$ cat src/design/aae_pkg.sv
// ----------------------------------------------------------------------------
// aae_pkg
// Shared types and constants for the AD / ASD envelope pair.
// ----------------------------------------------------------------------------
package aae_pkg;

    localparam int LEVEL_W = 25;
    localparam int ACC_W   = 27;
    localparam int MV_W    = 15;
    localparam int PCNT_W  = 16;
    localparam int SETTLE_W = 2;
    localparam int CFG_IDX_W = 3;
    localparam int CFG_DATA_W = 25;

    localparam int SETTLE_TICKS_DEFAULT = 2;

    localparam logic [LEVEL_W-1:0] LEVEL_ONE = 25'h100_0000;

    localparam logic signed [MV_W-1:0] GATE_HIGH_MV  = 15'sd1000;
    localparam logic signed [MV_W-1:0] GATE_LOW_MV   = 15'sd0;
    localparam logic signed [MV_W-1:0] CHAIN_HIGH_MV = 15'sd10000;

    localparam logic [CFG_DATA_W-1:0] STEP_RESET    = 25'd51700;
    localparam logic [CFG_DATA_W-1:0] SUSTAIN_RESET = 25'd1677722;
    localparam logic [PCNT_W-1:0]     PULSE_RESET   = 16'd48;

    typedef enum logic [1:0] {
        ST_OFF,
        ST_ATTACK,
        ST_SUSTAIN,
        ST_RELEASE
    } stage_t;

    typedef enum logic [CFG_IDX_W-1:0] {
        CFG_AD_ATTACK_STEP,
        CFG_AD_RELEASE_STEP,
        CFG_ASD_ATTACK_STEP,
        CFG_ASD_RELEASE_STEP,
        CFG_SUSTAIN_LEVEL,
        CFG_SUSTAIN_MODE,
        CFG_EOA_PULSE_TICKS
    } cfg_index_t;

    typedef struct packed {
        stage_t                    stage;
        logic signed [ACC_W-1:0]   acc;
        logic [LEVEL_W-1:0]        level;
        logic [PCNT_W-1:0]         pulse_count;
        logic                      release_done;
        logic                      gate_high;
    } env_state_t;

    typedef struct packed {
        logic [LEVEL_W-1:0] attack_step;
        logic [LEVEL_W-1:0] release_step;
        logic [LEVEL_W-1:0] target;
        logic               hold_mode;
        logic               early_clear;
        logic [PCNT_W-1:0]  pulse_ticks;
    } env_ctrl_t;

    localparam env_state_t ENV_RESET = '{
        stage:        ST_OFF,
        acc:          '0,
        level:        '0,
        pulse_count:  '0,
        release_done: 1'b1,
        gate_high:    1'b0
    };

endpackage

$ cat src/design/aae_env_step.sv
// ----------------------------------------------------------------------------
// aae_env_step
// One tick of a single linear envelope: Schmitt gate, retrigger, stage
// transition, ramp and end-of-attack pulse count.
// ----------------------------------------------------------------------------
module aae_env_step
(
    input  aae_pkg::env_state_t                  cur,
    input  aae_pkg::env_ctrl_t                   ctrl,
    input  logic signed [aae_pkg::MV_W-1:0]      mv,
    input  logic                                 settling,
    input  logic                                 use_ext_held,
    input  logic                                 ext_held,
    output aae_pkg::env_state_t                  nxt,
    output logic                                 eoa
);

    aae_pkg::env_state_t       mid;
    logic                      edge_seen;
    logic                      held;
    logic signed [aae_pkg::ACC_W-1:0] target_acc;

    assign target_acc = $signed({2'b00, ctrl.target});

    always_comb
    begin
        mid       = cur;
        edge_seen = 1'b0;
        if (cur.gate_high)
        begin
            if (mv <= aae_pkg::GATE_LOW_MV)
            begin
                mid.gate_high = 1'b0;
            end
        end
        else if (mv >= aae_pkg::GATE_HIGH_MV)
        begin
            mid.gate_high = 1'b1;
            edge_seen     = 1'b1;
        end
        held = use_ext_held ? ext_held : mid.gate_high;

        if (edge_seen && !settling)
        begin
            mid.stage        = aae_pkg::ST_ATTACK;
            mid.acc          = '0;
            mid.level        = '0;
            mid.pulse_count  = '0;
            mid.release_done = 1'b1;
        end

        case (mid.stage)
            aae_pkg::ST_ATTACK:
            begin
                if (ctrl.early_clear)
                begin
                    mid.release_done = 1'b0;
                end
                if (mid.acc >= target_acc)
                begin
                    if (mid.pulse_count < ctrl.pulse_ticks)
                    begin
                        mid.pulse_count = ctrl.pulse_ticks;
                    end
                    mid.release_done = 1'b0;
                    mid.acc          = target_acc;
                    mid.level        = ctrl.target;
                    mid.stage        = ctrl.hold_mode ? aae_pkg::ST_SUSTAIN
                                                      : aae_pkg::ST_RELEASE;
                end
            end
            aae_pkg::ST_SUSTAIN:
            begin
                if (!held)
                begin
                    mid.stage = aae_pkg::ST_RELEASE;
                end
            end
            aae_pkg::ST_RELEASE:
            begin
                if (mid.acc <= $signed({aae_pkg::ACC_W{1'b0}}))
                begin
                    mid.release_done = 1'b1;
                    mid.stage        = aae_pkg::ST_OFF;
                    mid.acc          = '0;
                    mid.level        = '0;
                end
            end
            default:
            begin
            end
        endcase
    end

    always_comb
    begin
        nxt = mid;
        case (mid.stage)
            aae_pkg::ST_ATTACK:
            begin
                nxt.acc = mid.acc + $signed({2'b00, ctrl.attack_step});
                if (nxt.acc > $signed({2'b00, aae_pkg::LEVEL_ONE}))
                begin
                    nxt.level = aae_pkg::LEVEL_ONE;
                end
                else
                begin
                    nxt.level = nxt.acc[aae_pkg::LEVEL_W-1:0];
                end
            end
            aae_pkg::ST_RELEASE:
            begin
                nxt.acc = mid.acc - $signed({2'b00, ctrl.release_step});
                if (nxt.acc < $signed({aae_pkg::ACC_W{1'b0}}))
                begin
                    nxt.level = '0;
                end
                else
                begin
                    nxt.level = nxt.acc[aae_pkg::LEVEL_W-1:0];
                end
            end
            aae_pkg::ST_OFF:
            begin
                nxt.level = '0;
            end
            default:
            begin
            end
        endcase
        if (mid.pulse_count != '0)
        begin
            nxt.pulse_count = mid.pulse_count - 1'b1;
            eoa             = 1'b1;
        end
        else
        begin
            eoa = 1'b0;
        end
    end

endmodule

$ cat src/design/ad_and_asr_envelope_pair_top.sv
// ----------------------------------------------------------------------------
// ad_and_asr_envelope_pair_top
// AD and ASD envelope pair, one sample tick per item.
// ----------------------------------------------------------------------------
// Pipeline: an accepted item passes the input register, then the result register
// around one envelope update.
// Throughput: 1 item per cycle while the output is not stalled by m_tready.
// Reset: config and state registers load their defaults, both envelopes are off
// with end-of-release set, and edges of the first SETTLE_TICKS items are ignored.
// ----------------------------------------------------------------------------
module ad_and_asr_envelope_pair_top
#(
    parameter int SETTLE_TICKS = aae_pkg::SETTLE_TICKS_DEFAULT
)
(
    input  logic        clk,
    input  logic        rst_n,
    // s_tdata: ad_trigger_mv[14:0], asd_trigger_mv[29:15],
    //          asd_trigger_patched[30], zero[31]
    input  logic        s_tvalid,
    output logic        s_tready,
    input  logic [31:0] s_tdata,
    // m_tdata: ad_level[24:0], ad_end_of_attack[25], ad_end_of_release[26],
    //          asd_level[51:27], asd_end_of_attack[52],
    //          asd_end_of_release[53], zero[55:54]
    output logic        m_tvalid,
    input  logic        m_tready,
    output logic [55:0] m_tdata,
    input  logic        wr_en,
    input  logic [aae_pkg::CFG_IDX_W-1:0]  wr_index,
    input  logic [aae_pkg::CFG_DATA_W-1:0] wr_data
);

    localparam int LW = aae_pkg::LEVEL_W;
    localparam int MW = aae_pkg::MV_W;

    logic [LW-1:0] ad_attack_step_reg;
    logic [LW-1:0] ad_release_step_reg;
    logic [LW-1:0] asd_attack_step_reg;
    logic [LW-1:0] asd_release_step_reg;
    logic [LW-1:0] sustain_level_reg;
    logic          sustain_mode_reg;
    logic [aae_pkg::PCNT_W-1:0] eoa_pulse_ticks_reg;

    logic          in_valid_reg;
    logic [2*MW:0] in_data_reg;
    logic          out_valid_reg;
    logic [55:0]   out_data_reg;
    logic [55:0]   out_data_next;

    aae_pkg::env_state_t ad_reg, ad_next;
    aae_pkg::env_state_t asd_reg, asd_next;
    logic [aae_pkg::SETTLE_W-1:0] settle_reg;

    aae_pkg::env_ctrl_t ad_ctrl, asd_ctrl;
    logic               advance;
    logic               settling;
    logic               chained;
    logic               ad_eoa, asd_eoa;
    logic [LW-1:0]      sus;
    logic [LW-1:0]      asd_out;
    logic signed [MW-1:0] ad_mv, asd_mv_in, asd_mv;

    assign advance  = in_valid_reg && (!out_valid_reg || m_tready);
    assign s_tready = !in_valid_reg || advance;
    assign m_tvalid = out_valid_reg;
    assign m_tdata  = out_data_reg;

    always_ff @(posedge clk or negedge rst_n)
    begin
        if (!rst_n)
        begin
            ad_attack_step_reg   <= aae_pkg::STEP_RESET;
            ad_release_step_reg  <= aae_pkg::STEP_RESET;
            asd_attack_step_reg  <= aae_pkg::STEP_RESET;
            asd_release_step_reg <= aae_pkg::STEP_RESET;
            sustain_level_reg    <= aae_pkg::SUSTAIN_RESET;
            sustain_mode_reg     <= 1'b0;
            eoa_pulse_ticks_reg  <= aae_pkg::PULSE_RESET;
        end
        else if (wr_en)
        begin
            case (wr_index)
                aae_pkg::CFG_AD_ATTACK_STEP:   ad_attack_step_reg   <= wr_data;
                aae_pkg::CFG_AD_RELEASE_STEP:  ad_release_step_reg  <= wr_data;
                aae_pkg::CFG_ASD_ATTACK_STEP:  asd_attack_step_reg  <= wr_data;
                aae_pkg::CFG_ASD_RELEASE_STEP: asd_release_step_reg <= wr_data;
                aae_pkg::CFG_SUSTAIN_LEVEL:    sustain_level_reg    <= wr_data;
                aae_pkg::CFG_SUSTAIN_MODE:     sustain_mode_reg     <= wr_data[0];
                aae_pkg::CFG_EOA_PULSE_TICKS:
                    eoa_pulse_ticks_reg <= wr_data[aae_pkg::PCNT_W-1:0];
                default:
                begin
                end
            endcase
        end
    end

    always_ff @(posedge clk or negedge rst_n)
    begin
        if (!rst_n)
        begin
            in_valid_reg <= 1'b0;
        end
        else if (s_tready)
        begin
            in_valid_reg <= s_tvalid;
        end
    end

    always_ff @(posedge clk)
    begin
        if (s_tvalid && s_tready)
        begin
            in_data_reg <= s_tdata[2*MW:0];
        end
    end

    always_ff @(posedge clk or negedge rst_n)
    begin
        if (!rst_n)
        begin
            out_valid_reg <= 1'b0;
            ad_reg        <= aae_pkg::ENV_RESET;
            asd_reg       <= aae_pkg::ENV_RESET;
            settle_reg    <= aae_pkg::SETTLE_W'(SETTLE_TICKS);
        end
        else
        begin
            if (advance)
            begin
                out_valid_reg <= 1'b1;
                ad_reg        <= ad_next;
                asd_reg       <= asd_next;
                if (settling)
                begin
                    settle_reg <= settle_reg - 1'b1;
                end
            end
            else if (m_tready)
            begin
                out_valid_reg <= 1'b0;
            end
        end
    end

    always_ff @(posedge clk)
    begin
        if (advance)
        begin
            out_data_reg <= out_data_next;
        end
    end

    assign settling  = settle_reg != '0;
    assign chained   = !in_data_reg[2*MW];
    assign ad_mv     = $signed(in_data_reg[MW-1:0]);
    assign asd_mv_in = $signed(in_data_reg[2*MW-1:MW]);
    assign asd_mv    = chained ? (ad_eoa ? aae_pkg::CHAIN_HIGH_MV : aae_pkg::GATE_LOW_MV)
                               : asd_mv_in;
    assign sus       = (sustain_level_reg > aae_pkg::LEVEL_ONE) ? aae_pkg::LEVEL_ONE
                                                                : sustain_level_reg;

    always_comb
    begin
        ad_ctrl.attack_step  = ad_attack_step_reg;
        ad_ctrl.release_step = ad_release_step_reg;
        ad_ctrl.target       = aae_pkg::LEVEL_ONE;
        ad_ctrl.hold_mode    = 1'b0;
        ad_ctrl.early_clear  = 1'b0;
        ad_ctrl.pulse_ticks  = eoa_pulse_ticks_reg;

        asd_ctrl.attack_step  = asd_attack_step_reg;
        asd_ctrl.release_step = asd_release_step_reg;
        asd_ctrl.target       = sus;
        asd_ctrl.hold_mode    = sustain_mode_reg;
        asd_ctrl.early_clear  = 1'b1;
        asd_ctrl.pulse_ticks  = eoa_pulse_ticks_reg;
    end

    aae_env_step u_ad_step
    (
        .cur          (ad_reg),
        .ctrl         (ad_ctrl),
        .mv           (ad_mv),
        .settling     (settling),
        .use_ext_held (1'b1),
        .ext_held     (1'b1),
        .nxt          (ad_next),
        .eoa          (ad_eoa)
    );

    aae_env_step u_asd_step
    (
        .cur          (asd_reg),
        .ctrl         (asd_ctrl),
        .mv           (asd_mv),
        .settling     (settling),
        .use_ext_held (chained),
        .ext_held     (ad_next.gate_high),
        .nxt          (asd_next),
        .eoa          (asd_eoa)
    );

    assign asd_out = (chained && (ad_next.level > asd_next.level)) ? ad_next.level
                                                                   : asd_next.level;

    assign out_data_next = {2'b00,
                            asd_next.release_done, asd_eoa, asd_out,
                            ad_next.release_done, ad_eoa, ad_next.level};

    a_ad_level_range: assert property (@(posedge clk) disable iff (!rst_n)
        m_tvalid |-> (m_tdata[24:0] <= aae_pkg::LEVEL_ONE))
        else $error("AD level above full scale");

    a_ad_off_zero: assert property (@(posedge clk) disable iff (!rst_n)
        (m_tvalid && (ad_reg.stage == aae_pkg::ST_OFF))
            |-> (m_tdata[24:0] == '0) && m_tdata[26])
        else $error("AD off but level or end-of-release wrong");

    a_asd_off_flag: assert property (@(posedge clk) disable iff (!rst_n)
        (m_tvalid && (asd_reg.stage == aae_pkg::ST_OFF)) |-> m_tdata[53])
        else $error("ASD off without end-of-release");

    a_settle_hold: assert property (@(posedge clk) disable iff (!rst_n)
        !advance |=> $stable(settle_reg) && $stable(ad_reg) && $stable(asd_reg))
        else $error("envelope state moved without an item");

endmodule
$ cat config.mk
export PLATFORM = sky130hd
export DESIGN_NAME = ad_and_asr_envelope_pair_top
export DESIGN_NICKNAME = d
export VERILOG_FILES = /design/src/design/aae_pkg.sv /design/src/design/aae_env_step.sv /design/src/design/ad_and_asr_envelope_pair_top.sv
export SDC_FILE = /design/constraint.sdc
export NUM_CORES = 1
export LEC_CHECK = 0
export CORE_UTILIZATION = 40
export DETAILED_ROUTE_END_ITERATION = 7
export DONT_BUFFER_PORTS = 1
export GPL_TIMING_DRIVEN = 0
export PLACE_DENSITY_LB_ADDON = 0.12
export SLEW_MARGIN = 10
export SYNTH_ARGS = -nofsm -noshare
export SYNTH_HDL_FRONTEND = slang
export SYNTH_SLANG_ARGS = --single-unit
$ cat constraint.sdc
create_clock -name clk -period 15.05 [get_ports clk]
set_input_delay 0.7525 -clock clk [delete_from_list [all_inputs] [get_ports clk]]
set_output_delay 0.7525 -clock clk [all_outputs]
set_load 0.01 [all_outputs]
Yosys cells after proc, flatten, opt, wreduce, memory -nomap -nowiden
Index checks and enable logic that the tools add are counted.
Word-level totals
  register bits: 375
  bits of input ports: 65
Operators by class
  $add $sub $neg: 7
  $lt $le $gt $ge: 16
  equal/unequal tests: 15
  multiplexer cells: 47
  reductions and logical operators: 26
Operators with widths (number)
  71-bit 2-to-1 mux: 4
  52-bit case mux with 2 select lines: 2
  25-bit 2-to-1 mux: 6
  25-bit case mux with 3 select lines: 2
  54-bit 2-to-1 mux: 2
  27-bit case mux with 2 select lines: 2
  16-bit 2-to-1 mux: 6
  27-bit by 26-bit adder with 27-bit output: 2
  27-bit by 26-bit > comparator with 1-bit output, second input constant: 2
  27-bit by 1-bit less-or-equal comparator with 1-bit output, second input constant: 2
  27-bit by 1-bit < comparator with 1-bit output, second input constant: 2
  27-bit by 26-bit subtractor with 27-bit output: 2
  16-bit < comparator: 2
  16-bit nonzero test: 2
  16-bit by 1-bit subtractor with 16-bit output, second input constant: 2
  15-bit by 11-bit greater-or-equal comparator with 1-bit output, second input constant: 2
  15-bit by 1-bit less-or-equal comparator with 1-bit output, second input constant: 2
  27-bit by 26-bit greater-or-equal comparator with 1-bit output: 1
  27-bit by 26-bit greater-or-equal comparator with 1-bit output, second input constant: 1
  25-bit > comparator: 1
  25-bit > comparator, second input constant: 1
  1-bit 2-to-1 mux: 16
  2-bit AND reduction: 8
  15-bit 2-to-1 mux: 1
  other kinds (17): 38

Longest topological paths before layout
Gate-level depths: netlist of the first run.
  depth in word-level cells: 29
  gate-level depth with buffers: 64
  depth with buffers taken out: 57

Modules after synthesis
From an unflattened synthesis of the first run, not the netlist that was laid out.
Second synthesis, totals
  cells, all modules: 2959
  area, all modules: 28287.1 um2
Modules (own cells, without submodules)
  ad_and_asr_envelope_pair_top: instances 1, cells an instance 918, area an instance 14732.9 um2
  aae_env_step at u_asd_step: instances 1, cells an instance 1030, area an instance 6875.3 um2
  aae_env_step at u_ad_step: instances 1, cells an instance 1011, area an instance 6678.9 um2

Least setup slack after synthesis of the first run
Ideal clock, no wire load.
  path kind: reg2reg
  start: register settle_reg[0] (netlist name)
  end: register out_data_reg[51] (netlist: m_tdata[51]), data pin
  library setup time: 0.260 ns
  arrival: 11.389 ns
  required time: 14.790 ns
  slack: 3.401 ns
  cell stages (with the launch flop): 59
  path buffers: 6
  cell sequence: dfrtp_1 -> inv_1 -> ha_1 -> inv_1 -> nor3_1 -> nand2_1 -> clkbuf_1 -> clkbuf_1 -> and2_1 -> ha_1 -> a2111o_1 -> a211oi_2 -> o211ai_2 -> mux2i_2 -> ha_1 -> nand2b_1 -> a21oi_1 -> mux2i_2 -> [... 23 more ...] -> and3_1 -> a31oi_1 -> o2bb2ai_2 -> buf_6 -> a221oi_2 -> a31o_2 -> ha_1 -> a21o_1 -> a21o_1 -> a21oi_1 -> o21ai_0 -> nand3_1 -> nand2_1 -> a31oi_1 -> o211ai_1 -> nand3_1 -> clkbuf_1 -> mux2_2
On the way
  cells in the longest elaborated chain, start to end: 27
  elaborated cells on any way between the ends: 61
  those cells by class: add/sub: 4; order compare: 12; eq/ne: 9; mux: 28; reduce/logical: 8
Ends and longest elaborated chain
  start: declaration: line ad_and_asr_envelope_pair_top.sv:53  | logic [aae_pkg::SETTLE_W-1:0] settle_reg;
  start signal: assignment: line ad_and_asr_envelope_pair_top.sv:126  | settle_reg <= aae_pkg::SETTLE_W'(SETTLE_TICKS);
  start signal: assignment: line ad_and_asr_envelope_pair_top.sv:137  | settle_reg <= settle_reg - 1'b1;
  2-bit nonzero test (*): line ad_and_asr_envelope_pair_top.sv:155  | assign settling = settle_reg != '0;
  1-bit zero test (*): line aae_env_step.sv:43  | if (edge_seen && !settling)
  1-bit logical AND: line aae_env_step.sv:43
  71-bit 2-to-1 mux: line aae_env_step.sv:43
  16-bit < comparator: line aae_env_step.sv:61  | if (mid.pulse_count < ctrl.pulse_ticks)
  16-bit 2-to-1 mux: line aae_env_step.sv:61
  71-bit 2-to-1 mux: line aae_env_step.sv:59  | if (mid.acc >= target_acc)
  16-bit 2-to-1 mux: line aae_env_step.sv:52  | case (mid.stage)
  [... 12 more ...]
  27-bit by 26-bit subtractor with 27-bit output / 27-bit by 26-bit adder with 27-bit output (equally long branches): line aae_env_step.sv:113, aae_env_step.sv:101
  27-bit by 1-bit < comparator with 1-bit output / 27-bit by 26-bit > comparator with 1-bit output (equally long branches): line aae_env_step.sv:114, aae_env_step.sv:102
  25-bit 2-to-1 mux (on tied branches): line aae_env_step.sv:114, aae_env_step.sv:102
  25-bit case mux with 3 select lines: line aae_env_step.sv:98  | case (mid.stage)
  25-bit > comparator: line ad_and_asr_envelope_pair_top.sv:205  | assign asd_out = (chained && (ad_next.level > asd_next.level)) ? ad_next.level
  1-bit logical AND: line ad_and_asr_envelope_pair_top.sv:205
  25-bit 2-to-1 mux (*): line ad_and_asr_envelope_pair_top.sv:205
  via asd_out[24]: line ad_and_asr_envelope_pair_top.sv:61  | logic [LW-1:0] asd_out;
  end signal: assignment: line ad_and_asr_envelope_pair_top.sv:151  | out_data_reg <= out_data_next;
  end: declaration: line ad_and_asr_envelope_pair_top.sv:48  | logic [55:0] out_data_reg;
The timed path passes the listed nets; every way through them passes the cells marked *.
A chain may end at the register's enable or synchronous reset.

Final worst setup path of the first run
  start: register settle_reg[0] (netlist name)
  end: register out_data_reg[38] (netlist: m_tdata[38]), data pin
The elaborated chain is that of the path after synthesis.

==> flow_summary.ini, run 1 <==
[critical_path]
crit_path_most_repeated_cell = ha_1
regToRegStartpoint = settle_reg[0]
timing.critical_path.to = m_tdata[38]
critPathSlowestCell = a221oi_2
critical_path_arrival_ns = 14.86
r2r_setup_slack_ns = 0.55
critPathMaxStageDelay_ns = 0.57
launch_point_of_the_worst_path = settle_reg[0]
worst-setup-path-type = flop to flop
cp-start-kind = flop
worst-endpoint-required_ns = 15.42
critPathMaxFanout = 10
regToRegEndpoint = m_tdata[38]
end_kind = flop
worst-r2r-cell-count = 58

[synth]
synth_enable_flop_cells = 85
yosys_warnings = 0
postSynth.asyncResetShare_pct = 77.3
synth-seq-cells = 375
ys_types = 106
syn_inst = 2875
synth_seq_area_share_pct = 37.6
synth_area_leaders = dfrtp_1, edfxtp_1, ha_1, mux2_2, dfstp_2
synthDominantAreaCellType = dfrtp_1
yosys_most_used_dff = dfrtp_1
synth_top_area_share_pct = 22.7
synth_area_per_cell_um2 = 9.13
summed_instance_area_of_the_synthesized_netlist_um2 = 26200

[clock_tree]
cts.sink_count = 375
clock-root-buffer = clkbuf_16
tritoncts = done
clk_pin_slew_worst_paths_ns = 0.06
cts-htree-levels = 2
cts-root-to-sink-buffers = 3
clk-insertion-delay-late_ns = 0.62
clock_buffer_count_from_cts = 47

[global_routing]
grt_max_degree = 239
grt_remaining_overflow = 0
grt_first_pass_wirelength_um = 156000
antenna_found_initial = 13
grt_pass1_vias = 23200
global_route.usage.total_pct = 31.7

[drt]
drt_drc_violations_left = 0
post_drt_wl_per_cell_um = 27.9
routed_wl_um = 107000
number_of_drc_violations_after_detailed_routing_iteration_0 = 2276
first_pass_iters = 6
drtAntennaViolNets = 0
drt-vias-per-instance = 6.23
routed_vias = 23900

[floorplanning]
design.die.area_um2 = 66600
start_util_pct = 40.6
die_h_um = 258
placement_rows = 93
die_w_um = 258
io-pin-count = 123
floorplan.core_area_um2 = 64600

[final_layout]
drive_above_1_share_pct = 13.9
design.final.nets = 3188
final_cell_area_um2 = 29300
syn_to_final_growth_pct = 11.7
num-fill-cells = 6229

[sta]
final-hold-violation-count = 0
timing.final.crit_share_pct = 96.3
slew_headroom_pct = 3.25
tightestPinTransition_ns = 1.45
worst_clock_skew_ns = 0.0263
setup_viol = 0
finalMaxSlewViolations = 0
fmax_ghz = 0.0690
finalCriticalPeriod_ns = 14.50

[outcome]
status = completed

[placement]
buffer_ports.inserted = 0
detailedPlacementHpwl_um = 81900
gp_routability_congestion = 1.01
placedInstanceArea_um2 = 27400

[run]
cap_violations = 0

[hold_path]
class_of_the_worst_hold_path = input pin to async pin
## worst min-delay path by stage
stage	startpoint	slack [ns]	end
final	rst_n	0.04	asd_attack_step_reg[1]
after global routing	rst_n	0.10	settle_reg[0]
after CTS	rst_n	0.15	ad_attack_step_reg[11]
after detailed placement	asd_reg[1]	0.46	asd_reg[1]
after global placement	asd_reg[1]	0.45	asd_reg[1]
after floorplan	asd_reg[1]	0.44	asd_reg[1]
## stage by stage
stage	worst slack [ns]	hold slack (ns)	instances	util, %	TNS [ns]
detailed placement	-1.62	0.456	3736	42.4	-33.19
global route	-0.0431	0.103	3830	45.4	-0.120
CTS	0.0310	0.149	3828	45.1	0
finish	0.555	0.0444	3836	45.4	0
floorplan	3.40	0.439	2876	-	0
global placement	-1.58	0.452	3731	42.3	-33.38
## area by class of cell
type	instances	area, um^2	area share, %
Antenna cell	6	15.0	0.0512
Buffer	126	602	2.05
Clock buffer	64	1310	4.48
Clock inverter	24	240	0.819
Inverter	130	488	1.66
Multi-Input combinational cell	2245	15500	52.9
Sequential cell	375	9870	33.7
Tap cell	855	1070	3.65
Timing Repair Buffer	11	193	0.657
## cells in the mapped netlist (all sizes together), types with 32 or more instances
cell type	n
nand2b	33
nor2	182
dfrtp	238
clkbuf	91
a21oi	178
nor4	43
nand2	364
nor3	65
a221oi	39
a31oi	48
inv	128
a22oi	37
mux2	127
dfstp	52
xnor2	73
edfxtp	85
ha	183
and2	87
a21o	64
nand3	65
buf	35
o21a	32
o21ai	238
## kinds of logic after synthesis
| kind of cell | Yosys count | share of synthesized area (%) |
|---|---|---|
| and+or+nand+nor | 955 | 17.4 |
| AOI/OAI and AO/OA | 852 | 22.0 |
| DFF | 375 | 37.6 |
| buffers and inverters | 256 | 4.07 |
| adders and majority gates | 187 | 9.03 |
| muxes | 153 | 6.55 |
| xor gates and xnor gates | 96 | 3.26 |
| other | 1 | 0.0143 |
## routing by layer
| metal | vias up | part of all wire (%) | GRT usage, % |
|---|---|---|---|
| met2 | 1056 | 46 | 51.9 |
| met4 | 4 | 4.6 | 13.8 |
| met3 | 253 | 7.2 | 4.57 |
| met5 | - | 0.024 | 0 |
| met1 | 11900 | 42 | 41.7 |
| li1 | 10700 | - | - |
## cell usage in the layout, fill, tap and decap left out, types with 49 or more instances in the layout
| cell | Yosys | routed |
|---|---|---|
| and2_1 | 86 | 85 |
| a21o_1 | 64 | 64 |
| inv_1 | 128 | 128 |
| nand3_1 | 64 | 64 |
| nand2_1 | 363 | 361 |
| nor2_1 | 179 | 178 |
| clkbuf_1 | 91 | 94 |
| o21ai_0 | 199 | 196 |
| edfxtp_1 | 85 | 85 |
| mux2_2 | 126 | 126 |
| dfrtp_1 | 238 | 238 |
| nor3_1 | 63 | 58 |
| clkbuf_16 | 0 | 49 |
| a21oi_1 | 171 | 170 |
| ha_1 | 183 | 183 |
| xnor2_1 | 71 | 70 |
| dfstp_2 | 52 | 52 |
## worst max-delay path: cells and delay by family (launching register included)
kind / cells / cell delay, ns
buf+inv: 9 / 2.27
fa+ha+maj: 6 / 1.82
flops: 1 / 0.36
simple gates: 13 / 2.08
compound gates: 28 / 7.16
mux: 2 / 0.50
## timing repair
item	CTS	global route
hold buffers	4	0
resized for setup	24	34
cloned	0	0
endpoints found under the setup margin	25	25
hold endpoints to repair	238	0
buffers inserted	0	1
Power of run 1 is left out: the tool's default activity adds up to more than one toggle a clock period on the data nets, which glitch-free logic cannot reach.
==> inputs of run 2 (changes only) <==
Settings changed: RECOVER_POWER set to 25.
Clock period 15.05 ns to 12.8 ns, I/O delays scaled along.
==> flow_summary.ini, run 2 (synthesis results as in run 1) <==
[drt]
drtAntennaViolNets = 0
routed_wl_um = 107000
drt-vias-per-instance = 6.21
routed_vias = 24000
first_pass_iters = 7
post_drt_wl_per_cell_um = 27.7
number_of_drc_violations_after_detailed_routing_iteration_0 = 2387
drt_drc_violations_left = 0

[run]
cap_violations = 4

[sta]
fmax_ghz = 0.0805
setup_viol = 0
timing.final.crit_share_pct = 97.0
finalCriticalPeriod_ns = 12.42
worst_clock_skew_ns = 0.0290
final-hold-violation-count = 0
finalMaxSlewViolations = 301
slew_headroom_pct = -364
tightestPinTransition_ns = 6.96

[critical_path]
critPathSlowestCell = a2111oi_1
critPathMaxStageDelay_ns = 0.49
critical_path_arrival_ns = 12.78
critPathMaxFanout = 10
regToRegEndpoint = m_tdata[51]
worst-r2r-cell-count = 56
r2r_setup_slack_ns = 0.38
worst-setup-path-type = flop to flop
crit_path_most_repeated_cell = ha_1
regToRegStartpoint = settle_reg[0]
worst-endpoint-required_ns = 13.16
cp-start-kind = flop
end_kind = flop

[final_layout]
syn_to_final_growth_pct = 14.7
design.final.nets = 3225
commonest_non_fill_non_tap_cell_in_the_layout = nand2_1
drive_above_1_share_pct = 16.9
final_cell_mix = nand2_1, dfrtp_1, o21ai_0, nor2_1, ha_1
layoutNonFillerInstCount = 3869

[global_routing]
grt_remaining_overflow = 0
grt_max_degree = 266
global_route.usage.total_pct = 31.7
grt_first_pass_wirelength_um = 157000
grt_pass1_vias = 23400
antenna_found_initial = 12

[clock_tree]
clock-root-buffer = clkbuf_16
cts-root-to-sink-buffers = 3
clk-insertion-delay-late_ns = 0.62
cts.sink_count = 375
clk_pin_slew_worst_paths_ns = 0.06
tritoncts = done
cts-htree-levels = 2
clock_buffer_count_from_cts = 47

[placement]
dp.cells = 3736
detailedPlacementHpwl_um = 81900
gp_routability_congestion = 1.01
buffer_ports.inserted = 0

[outcome]
failing_checks = capacitance limit, slew limit
status = complete, but fails checks

[floorplanning]
start_util_pct = 40.6
die_h_um = 258
floorplan.core_area_um2 = 64600
io-pin-count = 123
die_w_um = 258
placement_rows = 93
design.die.area_um2 = 66600

[hold_path]
hold_path_depth = 0
holdCritStartpoint = s_tdata[3]
class_of_the_worst_hold_path = input pin to flop
min_delay_worst_endpoint = in_data_reg[3]
-- run 2: cell count changes in the layout (fill, tap and decap cells not counted), moves of 5 or more --
| cell | previous run | this run |
|---|---|---|
| buf_4 | 11 | 51 |
| buf_2 | 18 | 12 |
| a211oi_1 | 26 | 21 |
| ha_1 | 183 | 177 |
| o21ai_2 | 5 | 11 |
| o21ai_0 | 196 | 188 |
-- run 2: per-layer routing --
| metal | vias to the layer above | part of all wire [%] | wire, um | GRT usage, % |
|---|---|---|---|---|
| li1 | 10800 | - | - | - |
| met1 | 12000 | 42 | 45300 | 41.6 |
| met2 | 1021 | 46 | 49200 | 51.4 |
| met3 | 264 | 6.6 | 7090 | 4.70 |
| met4 | 0 | 5.1 | 5480 | 14.8 |
| met5 | - | 0 | 0 | 0 |
-- run 2: how the worst max path moves through the flow --
stage | from | endpoint | slack (ns) | cells after the start
finish | settle_reg[0] | m_tdata[51] | 0.38 | 56
global route | settle_reg[0] | m_tdata[51] | -0.08 | 60
CTS | settle_reg[0] | m_tdata[51] | 0.03 | 60
detailed placement | settle_reg[0] | m_tdata[33] | -3.87 | 57
global placement | settle_reg[0] | m_tdata[33] | -3.83 | 57
floorplan | settle_reg[0] | m_tdata[51] | 1.15 | 58
-- run 2: per-stage QoR --
step	setup TNS [ns]	setup slack (ns)	utilization (%)	hold WS [ns]	instance area, um^2
floorplan	0	1.15	-	0.344	26200
global placement	-116.21	-3.83	42.3	0.369	27300
detailed placement	-119.67	-3.87	42.4	0.369	27400
CTS	0	0.0261	46.0	0.0832	29700
global route	-0.452	-0.0776	46.6	0.107	30100
finish	0	0.383	46.6	0.124	30100
-- run 2: final cells by class --
class | instances | area, um^2
clock buffer | 64 | 1310
tap | 855 | 1070
buffer | 124 | 674
inverter | 130 | 488
sequential | 375 | 9870
multi-input combinational | 2245 | 16000
timing repair buffer | 50 | 407
clock inverter | 24 | 240
fill | 6176 | 34500
antenna | 2 | 5.00
-- run 2: repair_timing --
| action | CTS | global route |
|---|---|---|
| endpoints found under the setup margin | 61 | 25 |
| hold buffers | 2 | 0 |
| endpoints found under the hold margin | 265 | 0 |
| pin swaps | 15 | 25 |
| resized for setup | 126 | 45 |
| buffers inserted | 19 | 23 |
-- run 2: critical path, delay by kind of cell, from the launching register on --
family,cells,cell delay (ns)
AO/OA/AOI/OAI,24,5.32
AND/OR/NAND/NOR,15,2.35
adder cells (fa/ha/maj),6,1.73
buffers and inverters,8,1.58
multiplexers,3,0.80
flip-flops,1,0.36
Power of run 2 is left out for the same reason.
